[src/rtl/rtmp_message_chunker_assert.svh]
// Assertion macros for the RTMP message chunker.
// Included by the top level; needs no other file.
`ifndef RTMP_MESSAGE_CHUNKER_ASSERT_SVH
`define RTMP_MESSAGE_CHUNKER_ASSERT_SVH

// The consequent must hold in the same cycle as the antecedent.
`define RMC_ASSERT_NOW(label, clk, rst_n, ante, cons, msg) \
    label: assert property (@(posedge clk) disable iff (!rst_n) (ante) |-> (cons)) \
        else $error(msg);

// The consequent must hold in the cycle after the antecedent.
`define RMC_ASSERT_NEXT(label, clk, rst_n, ante, cons, msg) \
    label: assert property (@(posedge clk) disable iff (!rst_n) (ante) |=> (cons)) \
        else $error(msg);

`endif

[src/rtl/rmc_pkg.sv]
// Shared types and constants for the RTMP message chunker.
// Used by every module of the block; depends on nothing.
package rmc_pkg;

    localparam int CHUNK_LEN_W  = 24;
    localparam int SID_W        = 17;
    localparam int TS_W         = 32;
    localparam int MAX_BYTES    = 8;
    localparam int POS_W        = 3;
    localparam int HDR_MAX      = 3;
    localparam int TS_BYTES     = 4;
    localparam int S_TDATA_W    = 64;
    localparam int M_TDATA_W    = 8;
    localparam int QUEUE_DEPTH  = 4;

    localparam logic [CHUNK_LEN_W-1:0]  CHUNK_LEN_RESET  = 24'd128;
    localparam logic [7:0]              FMT_TYPE3        = 8'hC0;
    localparam logic [7:0]              FMT_TYPE3_LONG   = 8'hC1;
    localparam logic [SID_W-1:0]        SID_TWO_BYTE     = 17'd64;
    localparam logic [SID_W-1:0]        SID_THREE_BYTE   = 17'd320;
    localparam logic [SID_W-1:0]        SID_OFFSET       = 17'd64;

    typedef logic [7:0] t_byte;

    typedef struct packed {
        t_byte [MAX_BYTES-1:0] bytes;
        logic [POS_W-1:0]      last_idx;
        logic                  mend;
    } t_desc;

    typedef struct packed {
        logic full;
        logic empty;
    } t_qstat;

endpackage

[src/rtl/rmc_front.sv]
// Front end of the RTMP message chunker: holds the chunk size and chunk position,
// and turns each accepted payload byte into a list of output bytes. Uses rmc_pkg.
module rmc_front (
    input  logic                                i_clk,
    input  logic                                i_rst_n,
    input  logic                                i_cfg_valid,
    output logic                                o_cfg_ready,
    input  logic [rmc_pkg::CHUNK_LEN_W-1:0]     i_cfg_data,
    input  logic                                i_s_tvalid,
    output logic                                o_s_tready,
    input  logic [rmc_pkg::S_TDATA_W-1:0]       i_s_tdata,
    input  logic                                i_s_tlast,
    input  logic                                i_s_tuser,
    output logic                                o_push,
    output rmc_pkg::t_desc                      o_desc,
    input  rmc_pkg::t_qstat                     i_qstat
);
    import rmc_pkg::*;

    logic [CHUNK_LEN_W-1:0]  r_chunk_len;
    logic [CHUNK_LEN_W-1:0]  r_bic;
    logic [CHUNK_LEN_W-1:0]  n_bic;
    logic [CHUNK_LEN_W-1:0]  w_limit;
    logic                    w_hdr;
    logic                    w_ext;
    t_byte                   w_payload;
    logic [SID_W-1:0]        w_sid;
    logic [SID_W-1:0]        w_sid_off;
    logic [TS_W-1:0]         w_ts;
    t_byte [HDR_MAX-1:0]     w_hbytes;
    logic [1:0]              w_hcnt;
    logic [POS_W-1:0]        w_idx;

    assign o_cfg_ready = 1'b1;
    assign o_s_tready  = !i_qstat.full;
    assign o_push      = i_s_tvalid && o_s_tready;

    assign w_payload = i_s_tdata[7:0];
    assign w_sid     = i_s_tdata[8 +: SID_W];
    assign w_ts      = i_s_tdata[8 + SID_W +: TS_W];
    assign w_sid_off = w_sid - SID_OFFSET;
    assign w_limit   = (r_chunk_len == '0) ? CHUNK_LEN_W'(1) : r_chunk_len;
    assign w_hdr     = r_bic >= w_limit;
    assign w_ext     = w_hdr && i_s_tuser;

    always_comb begin
        w_hbytes = {HDR_MAX{FMT_TYPE3}};
        w_hcnt   = 2'd0;
        if (w_hdr) begin
            if (w_sid >= SID_THREE_BYTE) begin
                w_hbytes[0] = FMT_TYPE3_LONG;
                w_hbytes[1] = w_sid_off[7:0];
                w_hbytes[2] = w_sid_off[15:8];
                w_hcnt      = 2'd3;
            end else if (w_sid >= SID_TWO_BYTE) begin
                w_hbytes[1] = w_sid_off[7:0];
                w_hcnt      = 2'd2;
            end else begin
                w_hbytes[0] = FMT_TYPE3 | {2'b00, w_sid[5:0]};
                w_hcnt      = 2'd1;
            end
        end
    end

    always_comb begin
        w_idx          = '0;
        o_desc.bytes   = {MAX_BYTES{w_payload}};
        for (int k = 0; k < HDR_MAX; k++) begin
            if (POS_W'(k) < POS_W'(w_hcnt)) begin
                o_desc.bytes[k] = w_hbytes[k];
            end
        end
        if (w_ext) begin
            for (int j = 0; j < TS_BYTES; j++) begin
                w_idx               = POS_W'(w_hcnt) + POS_W'(j);
                o_desc.bytes[w_idx] = w_ts[TS_W-8-8*j +: 8];
            end
        end
        o_desc.last_idx = POS_W'(w_hcnt) + (w_ext ? POS_W'(TS_BYTES) : POS_W'(0));
        o_desc.mend     = i_s_tlast;
    end

    always_comb begin
        n_bic = r_bic;
        if (o_push) begin
            if (i_s_tlast) begin
                n_bic = '0;
            end else if (w_hdr) begin
                n_bic = CHUNK_LEN_W'(1);
            end else begin
                n_bic = r_bic + 1'b1;
            end
        end
    end

    always_ff @(posedge i_clk) begin
        if (!i_rst_n) begin
            r_chunk_len <= CHUNK_LEN_RESET;
            r_bic       <= '0;
        end else begin
            if (i_cfg_valid && o_cfg_ready) begin
                r_chunk_len <= i_cfg_data;
            end
            r_bic <= n_bic;
        end
    end

endmodule

[src/rtl/rmc_queue.sv]
// Short first-in first-out queue of byte lists between front and back end.
// Uses rmc_pkg for the entry and status types.
module rmc_queue #(
    parameter int DEPTH = rmc_pkg::QUEUE_DEPTH
) (
    input  logic            i_clk,
    input  logic            i_rst_n,
    input  logic            i_push,
    input  rmc_pkg::t_desc  i_desc,
    input  logic            i_pop,
    output rmc_pkg::t_desc  o_head,
    output rmc_pkg::t_qstat o_stat
);
    import rmc_pkg::*;

    localparam int IDX_W = $clog2(DEPTH);
    localparam int CNT_W = $clog2(DEPTH + 1);

    t_desc            r_mem [DEPTH];
    logic [IDX_W-1:0] r_wr;
    logic [IDX_W-1:0] r_rd;
    logic [CNT_W-1:0] r_count;
    logic [IDX_W-1:0] n_wr;
    logic [IDX_W-1:0] n_rd;
    logic [CNT_W-1:0] n_count;

    assign o_head       = r_mem[r_rd];
    assign o_stat.full  = r_count == CNT_W'(DEPTH);
    assign o_stat.empty = r_count == '0;

    always_comb begin
        n_wr    = r_wr;
        n_rd    = r_rd;
        n_count = r_count;
        if (i_push) begin
            n_wr = (r_wr == IDX_W'(DEPTH - 1)) ? '0 : r_wr + 1'b1;
        end
        if (i_pop) begin
            n_rd = (r_rd == IDX_W'(DEPTH - 1)) ? '0 : r_rd + 1'b1;
        end
        if (i_push && !i_pop) begin
            n_count = r_count + 1'b1;
        end else if (!i_push && i_pop) begin
            n_count = r_count - 1'b1;
        end
    end

    always_ff @(posedge i_clk) begin
        if (!i_rst_n) begin
            r_wr    <= '0;
            r_rd    <= '0;
            r_count <= '0;
        end else begin
            r_wr    <= n_wr;
            r_rd    <= n_rd;
            r_count <= n_count;
        end
    end

    always_ff @(posedge i_clk) begin
        if (i_push) begin
            r_mem[r_wr] <= i_desc;
        end
    end

endmodule

[src/rtl/rmc_back.sv]
// Back end of the RTMP message chunker: walks the byte list at the queue head
// and drives the registered output stream. Uses rmc_pkg.
module rmc_back (
    input  logic                           i_clk,
    input  logic                           i_rst_n,
    input  rmc_pkg::t_desc                 i_head,
    input  rmc_pkg::t_qstat                i_qstat,
    output logic                           o_pop,
    output logic                           o_m_tvalid,
    input  logic                           i_m_tready,
    output logic [rmc_pkg::M_TDATA_W-1:0]  o_m_tdata,
    output logic                           o_m_tlast,
    output logic                           o_m_tuser
);
    import rmc_pkg::*;

    logic             r_valid;
    logic [POS_W-1:0] r_pos;
    t_byte            r_data;
    logic             r_run_last;
    logic             r_frame_end;
    logic             n_valid;
    logic [POS_W-1:0] n_pos;
    logic             w_load;
    logic             w_last;

    assign o_m_tvalid = r_valid;
    assign o_m_tdata  = r_data;
    assign o_m_tlast  = r_frame_end;
    assign o_m_tuser  = r_run_last;

    assign w_load = !r_valid || i_m_tready;
    assign w_last = r_pos == i_head.last_idx;
    assign o_pop  = w_load && !i_qstat.empty && w_last;

    always_comb begin
        n_valid = r_valid;
        n_pos   = r_pos;
        if (w_load) begin
            n_valid = !i_qstat.empty;
            if (!i_qstat.empty) begin
                n_pos = w_last ? '0 : r_pos + 1'b1;
            end
        end
    end

    always_ff @(posedge i_clk) begin
        if (!i_rst_n) begin
            r_valid <= 1'b0;
            r_pos   <= '0;
        end else begin
            r_valid <= n_valid;
            r_pos   <= n_pos;
        end
    end

    always_ff @(posedge i_clk) begin
        if (w_load && !i_qstat.empty) begin
            r_data      <= i_head.bytes[r_pos];
            r_run_last  <= w_last;
            r_frame_end <= w_last && i_head.mend;
        end
    end

endmodule

[src/rtl/rtmp_message_chunker.sv]
// Top level of the RTMP message chunker: front end, queue and back end.
// Depends on rmc_pkg, rmc_front, rmc_queue, rmc_back and the assertion header.
//
// Channel   Direction  Transfer when             Contents
// s_axis    in         i_s_tvalid & o_s_tready   payload byte, stream id, timestamp
// m_axis    out        o_m_tvalid & i_m_tready   one byte of the chunk stream
// cfg       in         i_cfg_valid & o_cfg_ready chunk size
//
// Each input transfer yields 1, 2 to 4, or 6 to 8 output bytes; the output port moves one
// byte per cycle while i_m_tready is high. The queue of QUEUE_DEPTH entries lets the input
// keep taking one byte per cycle, until the queue is full, while header bytes drain.
// With an empty queue the first output byte passes through the queue and the output register.
// Reset is synchronous and active low; the chunk size returns to 128.
// Stalls on the output fill the queue, and o_s_tready falls when it is full.
module rtmp_message_chunker #(
    parameter int QUEUE_DEPTH = rmc_pkg::QUEUE_DEPTH
) (
    input  logic                               i_clk,
    input  logic                               i_rst_n,
    input  logic                               i_cfg_valid,
    output logic                               o_cfg_ready,
    input  logic [rmc_pkg::CHUNK_LEN_W-1:0]    i_cfg_data,
    input  logic                               i_s_tvalid,
    output logic                               o_s_tready,
    // payload_byte [7:0], stream_channel [24:8], ext_timestamp [56:25], zeros above
    input  logic [rmc_pkg::S_TDATA_W-1:0]      i_s_tdata,
    input  logic                               i_s_tlast,
    // ext_ts_enable
    input  logic                               i_s_tuser,
    output logic                               o_m_tvalid,
    input  logic                               i_m_tready,
    // raw_byte [7:0]
    output logic [rmc_pkg::M_TDATA_W-1:0]      o_m_tdata,
    output logic                               o_m_tlast,
    // run_last
    output logic                               o_m_tuser
);
    import rmc_pkg::*;

    `include "rtmp_message_chunker_assert.svh"

    logic   w_push;
    logic   w_pop;
    t_desc  w_desc;
    t_desc  w_head;
    t_qstat w_qstat;
    logic   w_out_xfer;

    assign w_out_xfer = o_m_tvalid && i_m_tready;

    rmc_front u_front (
        .i_clk       (i_clk),
        .i_rst_n     (i_rst_n),
        .i_cfg_valid (i_cfg_valid),
        .o_cfg_ready (o_cfg_ready),
        .i_cfg_data  (i_cfg_data),
        .i_s_tvalid  (i_s_tvalid),
        .o_s_tready  (o_s_tready),
        .i_s_tdata   (i_s_tdata),
        .i_s_tlast   (i_s_tlast),
        .i_s_tuser   (i_s_tuser),
        .o_push      (w_push),
        .o_desc      (w_desc),
        .i_qstat     (w_qstat)
    );

    rmc_queue #(
        .DEPTH (QUEUE_DEPTH)
    ) u_queue (
        .i_clk   (i_clk),
        .i_rst_n (i_rst_n),
        .i_push  (w_push),
        .i_desc  (w_desc),
        .i_pop   (w_pop),
        .o_head  (w_head),
        .o_stat  (w_qstat)
    );

    rmc_back u_back (
        .i_clk      (i_clk),
        .i_rst_n    (i_rst_n),
        .i_head     (w_head),
        .i_qstat    (w_qstat),
        .o_pop      (w_pop),
        .o_m_tvalid (o_m_tvalid),
        .i_m_tready (i_m_tready),
        .o_m_tdata  (o_m_tdata),
        .o_m_tlast  (o_m_tlast),
        .o_m_tuser  (o_m_tuser)
    );

    `RMC_ASSERT_NOW(a_fend, i_clk, i_rst_n, o_m_tvalid && o_m_tlast, o_m_tuser, "bad frame end")
    `RMC_ASSERT_NEXT(a_run, i_clk, i_rst_n, w_out_xfer && !o_m_tuser, o_m_tvalid, "gap in run")
    `RMC_ASSERT_NOW(a_qstat, i_clk, i_rst_n, w_qstat.full, !w_qstat.empty, "full and empty")
    `RMC_ASSERT_NEXT(a_push, i_clk, i_rst_n, w_push && w_qstat.empty, !w_qstat.empty, "push lost")

endmodule

[config.mk]
export PLATFORM = sky130hd
export DESIGN_NAME = rtmp_message_chunker
export DESIGN_NICKNAME = d
export VERILOG_FILES = /design/src/rtl/rmc_pkg.sv /design/src/rtl/rmc_front.sv /design/src/rtl/rmc_queue.sv /design/src/rtl/rmc_back.sv /design/src/rtl/rtmp_message_chunker.sv
export VERILOG_INCLUDE_DIRS = /design/src /design/src/rtl
export SDC_FILE = /design/constraint.sdc
export NUM_CORES = 1
export LEC_CHECK = 0
export BUFFER_PORTS_ARGS = -buffer_cell sky130_fd_sc_hd__clkbuf_2
export CAP_MARGIN = 10
export CORE_ASPECT_RATIO = 1.1
export CORE_UTILIZATION = 38
export CTS_CLUSTER_SIZE = 12
export DETAILED_ROUTE_END_ITERATION = 10
export SLEW_MARGIN = 20
export SYNTH_ARGS = -nofsm -noshare
export SYNTH_HDL_FRONTEND = slang
export SYNTH_SLANG_ARGS = --single-unit
[constraint.sdc]
create_clock -name i_clk -period 4.1 [get_ports i_clk]
set_input_delay 0.615 -clock i_clk [delete_from_list [all_inputs] [get_ports i_clk]]
set_output_delay 0.615 -clock i_clk [all_outputs]
set_load 0.02 [all_outputs]
[Word-level counts from Yosys, hierarchy flattened]
Memories as Yosys holds them, arrays and structs flattened. A register that Yosys moved wholly into a read port is not among the register bits.
Index checks and enable logic that the tools add are counted.
Word-level totals
  register bits: 69
  word-level logic and storage cells: 102
  memory bits (writable): 272
  memories: 1
  output and inout bits: 13
  bits of input ports: 95
Memory list
  u_queue.r_mem: words 4, bits a word 68, read ports 1, clocked after Yosys merged registers in 1, wr ports 1, RTL line rmc_queue.sv:19  | t_desc r_mem [DEPTH];
Operators by class
  $lt $le $gt $ge: 15
  $add $sub $neg: 11
  bitwise operators: 1
  mux-type cells: 39
  reductions and logical operators: 21
  equality and inequality tests: 4
Operators by type and width (count)
  $bwmux 64: 4
  $mux 24: 4
  $mux 8: 10
  $demux 8 s3: 3
  $mux 64: 1
  $add 24x1->24 const B: 1
  $bmux 8 s3: 1
  $ge 24x24->1: 1
  $logic_not 24->1: 1
  $ge 17x7->1 const B: 1
  $ge 17x9->1 const B: 1
  $demux 8 s2: 1
  $lt 3x4->1 const B: 4
  $mux 16: 1
  $sub 16x7->16 const B: 1
  $mux 2: 7
  $mux 3: 4
  $logic_and 1x1->1: 11
  $ge 3x1->1 const B: 3
  $add 2x2->3 const B: 2
  $add 3x1->3 const B: 2
  $mux 6: 1
  $logic_not 1->1: 5
  $add 2x1->2 const B: 2
  other kinds (16): 19

[Longest topological paths before layout]
  word-level depth: 13
  gate-level depth with buffers: 20

[By module]
From an unflattened synthesis, not the netlist that was laid out.
Second synthesis, totals
  cells, all modules: 1318
  area, all modules: 17613.1 um^2
Modules (own cells, without submodules)
  rmc_queue: cells an instance 400, area an instance 10293.6 um^2, instances 1, seq. area each 8348.0 um^2
  rmc_front: cells an instance 854, area an instance 6251.0 um^2, instances 1, seq. area each 960.9 um^2
  rmc_back: cells an instance 64, area an instance 1068.5 um^2, instances 1, seq. area each 380.4 um^2

[Worst setup path before layout]
Ideal clock, no wire load.
  kind: register -> register
  from: register u_front.r_chunk_len[17]
  to: memory u_queue.r_mem[0][12] in the netlist's numbering, data pin
  data arrival time: 3.621 ns
  path buffers: 1
  clock period less this slack: 3.924 ns
  setup slack: 0.176 ns
  stages on the path, launching flop included: 18
  cell sequence: dfxtp_1 > nor4_1 > nand4_1 > o21bai_1 > ha_1 > nor2b_1 > o211a_1 > o311ai_2 > a31oi_4 > o21ai_0 > buf_2 > inv_1 > ha_1 > inv_1 > nand2_1 > nor2_1 > o31ai_1 > a32oi_1
RTL lines
  from (decl): RTL line rmc_front.sv:20  | logic [CHUNK_LEN_W-1:0] r_chunk_len;
  from (signal assigned): RTL line rmc_front.sv:102  | r_chunk_len <= i_cfg_data;
  to (decl): RTL line rmc_queue.sv:19

==> results.py <==
metrics = {
    "outcome": {
        "outcome": "complete, no violations",
    },
    "clock_tree": {
        "cts.root.buffer_cell": "sky130_fd_sc_hd__clkbuf_16",
        "cts.hold.buffers_added": 0,
        "worstSkewPairLatency_ps": 550,
        "clkSlewWorstSetupHoldPaths_ps": 60,
        "clock_sinks": 343,
        "cts_max_path_bufs": 3,
        "cts.htree.levels": 2,
        "postCtsSetupBuffers": 0,
        "cts-buffers-inserted": 39,
        "tritoncts_clock_tree": "done",
    },
    "grt": {
        "grt_first_pass_wirelength_um": 65900,
        "grt.total_usage": 0.195,
        "antenna_found_initial": 9,
        "grt_max_degree": 57,
        "number_of_global_route_vias_before_repair": 10965,
        "grt_remaining_overflow": 0,
    },
    "layout": {
        "nFillCells": 3851,
        "area_growth_syn_to_layout_pct": 18.1,
        "multi_input_comb_area_um2": 6560,
        "register_area_um2": 9700,
        "final_net_count": 1513,
        "postLayoutCellArea_um2": 19600,
        "post_route_cells_drive_above_1_share": 0.280,
    },
    "floorplanning": {
        "core_area_um2": 42700,
        "floorplan.rows": 79,
        "initial_core_util": 0.389,
        "fp.dieArea_um2": 44500,
        "count_of_boundary_i_o_pins": 108,
        "die_height_um": 221,
        "fp.dieW_um": 201,
    },
    "setup_path": {
        "critPathCaptureType": "flip-flop",
        "worst_r2r_startpoint": "u_front.r_chunk_len[11]",
        "startpoint_type": "flip-flop",
        "critPathKind": "reg2reg",
        "cp.arrival_ps": 4110,
        "r2r-end": "u_queue.r_mem[2][13]",
        "path_cells": "nor4_2 -> nand4_1 -> o21bai_1 -> ha_1 -> nor2b_1 -> o211a_1 -> o311ai_4 -> a31oi_4 -> o21ai_2 -> inv_1 -> ha_2 -> inv_1 -> nand2_1 -> nor2_1 -> o31ai_2 -> buf_4 -> a32oi_1 -> buf_4",
        "crit_buf_inv": 4,
        "r2r_slack_ps": 290,
        "required_time_worst_endpoint_ps": 4400,
        "critical_path.max_stage_delay_ps": 330,
        "worst-r2r-cell-count": 18,
        "critPathSlowestCell": "sky130_fd_sc_hd__o311ai_4",
        "worst-path-max-fanout": 6,
        "critPathTopFamily": "compound AO/OA/AOI/OAI gates",
    },
    "routing": {
        "viasPerCell": 5.52,
        "dr.pass1.iters": 5,
        "detail_route.wl_per_cell_um": 21.8,
        "count_of_routing_violations_after_the_opening_detailed_route_iteration": 859,
        "vias": 10913,
        "number_of_nets_with_antenna_violations_after_routing": 0,
        "detail_route.wirelength_um": 43200,
        "drcViolationCount": 0,
    },
    "sta": {
        "drv_slew": 0,
        "min_period_over_period": 0.930,
        "period_needed_ps": 3810,
        "timing_worst_slew_pin_value_ps": 955,
        "worst_slew_margin_rel": 0.364,
        "setup_viol": 0,
        "layout_setup_ws_ps": 289,
        "timing.final.hold_violations": 0,
        "fin_tns_setup_ps": 0,
        "final.setup_skew_ps": 19.4,
        "max_freq_mhz": 262,
    },
    "flow_run": {
        "maxCapViolations": 0,
    },
    "min_path": {
        "hp-class": "in2reg",
        "hold_end": "u_front.r_chunk_len[1]",
        "min-delay-start": "i_cfg_data[1]",
        "min_delay_path_depth": 3,
    },
    "power": {
        "p_per_area_nw_per_um2": 493,
        "vdd.ir_drop.worst_uv": 271,
        "p_leak_nw": 7.02,
    },
    "yosys": {
        "synth-edff-count": 282,
        "synth_seq_area_share": 0.584,
        "post_synthesis_cells": 1218,
        "synth_async_sr_flop_share": 0,
        "synth_seq_cells": 343,
        "yosysUniqueCellTypes": 75,
        "synth_top_flop_cell": "sky130_fd_sc_hd__edfxtp_1",
        "ys.warnings.count": 0,
        "syn-num-nets": 1354,
        "syn_area_per_cell_um2": 13.6,
        "post_synth_instance_area_um2": 16600,
    },
    "place": {
        "buffer_ports.inserted": 99,
        "dp.final_hpwl_um": 29000,
        "routabilityCongestion": 0.922,
        "place_worst_setup_slack_ps": -178,
        "dpl-instance-area_um2": 18200,
    },
}
worst register-to-register path: stages (launching register included):
cell	delay, ps
sky130_fd_sc_hd__dfxtp_1	320
sky130_fd_sc_hd__nor4_2	300
sky130_fd_sc_hd__nand4_1	130
sky130_fd_sc_hd__o21bai_1	160
sky130_fd_sc_hd__ha_1	160
sky130_fd_sc_hd__nor2b_1	40
sky130_fd_sc_hd__o211a_1	220
sky130_fd_sc_hd__o311ai_4	330
sky130_fd_sc_hd__a31oi_4	200
sky130_fd_sc_hd__o21ai_2	190
sky130_fd_sc_hd__inv_1	100
sky130_fd_sc_hd__ha_2	330
sky130_fd_sc_hd__inv_1	80
sky130_fd_sc_hd__nand2_1	90
sky130_fd_sc_hd__nor2_1	50
sky130_fd_sc_hd__o31ai_2	310
sky130_fd_sc_hd__buf_4	250
sky130_fd_sc_hd__a32oi_1	110
sky130_fd_sc_hd__buf_4	200
layout by cell type, fill, tap and decap left out, drive strengths merged, types with 11 or more instances in the layout:
cell,count
a21oi,66
o22ai,15
o21ai,64
xor2,20
edfxtp,282
nand4,12
mux2,18
nor3,15
inv,44
buf,93
a2bb2oi,12
ha,40
xnor2,14
mux4,84
mux2i,50
a22oi,13
and2,11
nor2b,47
nor2,78
clkbuf,149
nand2,80
clkinv,12
dfxtp,61
nand3,26
state kept, by name, indices dropped and copies added (netlist names), named ones only:
name and flops:
u_queue.r_wr 2, u_front.r_bic 24, u_queue.r_rd 2, u_back.o_m_tlast 1, u_front.r_chunk_len 24, u_queue.r_count 3, u_queue.r_mem 272, u_back.r_pos 3
u_back.o_m_tuser 1, u_back.o_m_tvalid 1, u_back.o_m_tdata 8
metrics by stage:
stage                     instances  total power [mW]  hold slack, ps  utilization
after floorplan                1218              5.76             460            -
after global placement         1903              6.37             468        0.427
after detailed placement       1903              6.41             473        0.427
after CTS                      1972              9.78             299        0.456
after global routing           1973              10.1             308        0.459
final                          1977              9.67             322        0.459
cell type report:
class	instances	share of cell area
repair buffers	192	0.0636
well taps	567	0.0362
inverters	41	0.00785
clock inverters	19	0.00925
clock buffers	50	0.0534
multi-input cells	760	0.335
flip-flops and latches	343	0.495
diodes	5	0.000638
cells in the mapped netlist, drive strengths merged, types with 3 or more instances:
master	instances	share of area
edfxtp	282	0.51
mux4	84	0.11
nand2	80	0.018
nor2	78	0.018
a21oi	66	0.020
o21ai	64	0.021
dfxtp	61	0.074
mux2i	50	0.030
nor2b	47	0.018
buf	41	0.013
ha	40	0.030
inv	40	0.0090
clkbuf	33	0.0075
nand3	26	0.0086
xor2	20	0.011
mux2	18	0.012
nor3	15	0.0052
o22ai	15	0.0057
xnor2	14	0.0074
a22oi	13	0.0059
a2bb2oi	12	0.0063
nand4	12	0.0045
and2	11	0.0041
and3	9	0.0034
o2bb2ai	9	0.0047
a32oi	8	0.0042
a31oi	7	0.0035
a21boi	6	0.0027
nor4	6	0.0023
a221oi	5	0.0026
a211oi	4	0.0018
a211o	3	0.0017
o311ai	3	0.0020
o32ai	3	0.0016
o41ai	3	0.0016
cell families (layout without fill, tap and decap cells):
kind of cell / after synthesis / in the layout / share of synthesized area
AOI/OAI and AO/OA: 236 / 236 / 0.0929
muxes: 152 / 152 / 0.156
DFF: 343 / 343 / 0.584
buffers and inverters: 115 / 302 / 0.0296
other: 1 / 6 / 0.000226
adders and majority gates: 41 / 41 / 0.0314
xor gates and xnor gates: 34 / 34 / 0.0179
and+or+nand+nor: 296 / 296 / 0.0880
layer usage:
layer | global-route usage | vias up | part of all wire
met3 | 0.0468 | 61 | 0.067
met2 | 0.324 | 332 | 0.49
met4 | 0.0435 | 10 | 0.016
met5 | 0 | - | 0.0012
met1 | 0.259 | 5481 | 0.43
li1 | - | 5029 | -
worst max path at each step:
stage	start	endpoint	slack, ps	cells past startpoint
4_1_cts	u_front.r_chunk_len[11]	u_queue.r_mem[0][32]	30	19
3_5_place_dp	u_front.r_chunk_len[11]	u_queue.r_mem[1][50]	-180	15
6_report	u_front.r_chunk_len[11]	u_queue.r_mem[2][13]	290	18
2_1_floorplan	u_front.r_chunk_len[17]	u_queue.r_mem[0][12]	180	17
3_3_place_gp	u_front.r_chunk_len[11]	u_queue.r_mem[2][50]	-110	15
5_1_grt	u_front.r_chunk_len[11]	u_queue.r_mem[2][41]	-2	19
power by group:
| group | internal [mW] | leakage (nW) | switching, mW |
|---|---|---|---|
| logic | 0.912 | 3.33 | 1.07 |
| registers | 4.19 | 3.09 | 0.139 |
| clock network | 2.00 | 0.604 | 1.37 |
| total | 7.09 | 7.02 | 2.57 |
what timing repair did:
| action | 4_1_cts | 5_1_grt |
|---|---|---|
| pin swaps | 0 | 1 |
| gates resized for setup | 7 | 31 |
| setup endpoints to repair | 52 | 210 |
(Power assumes the default switching activity.)
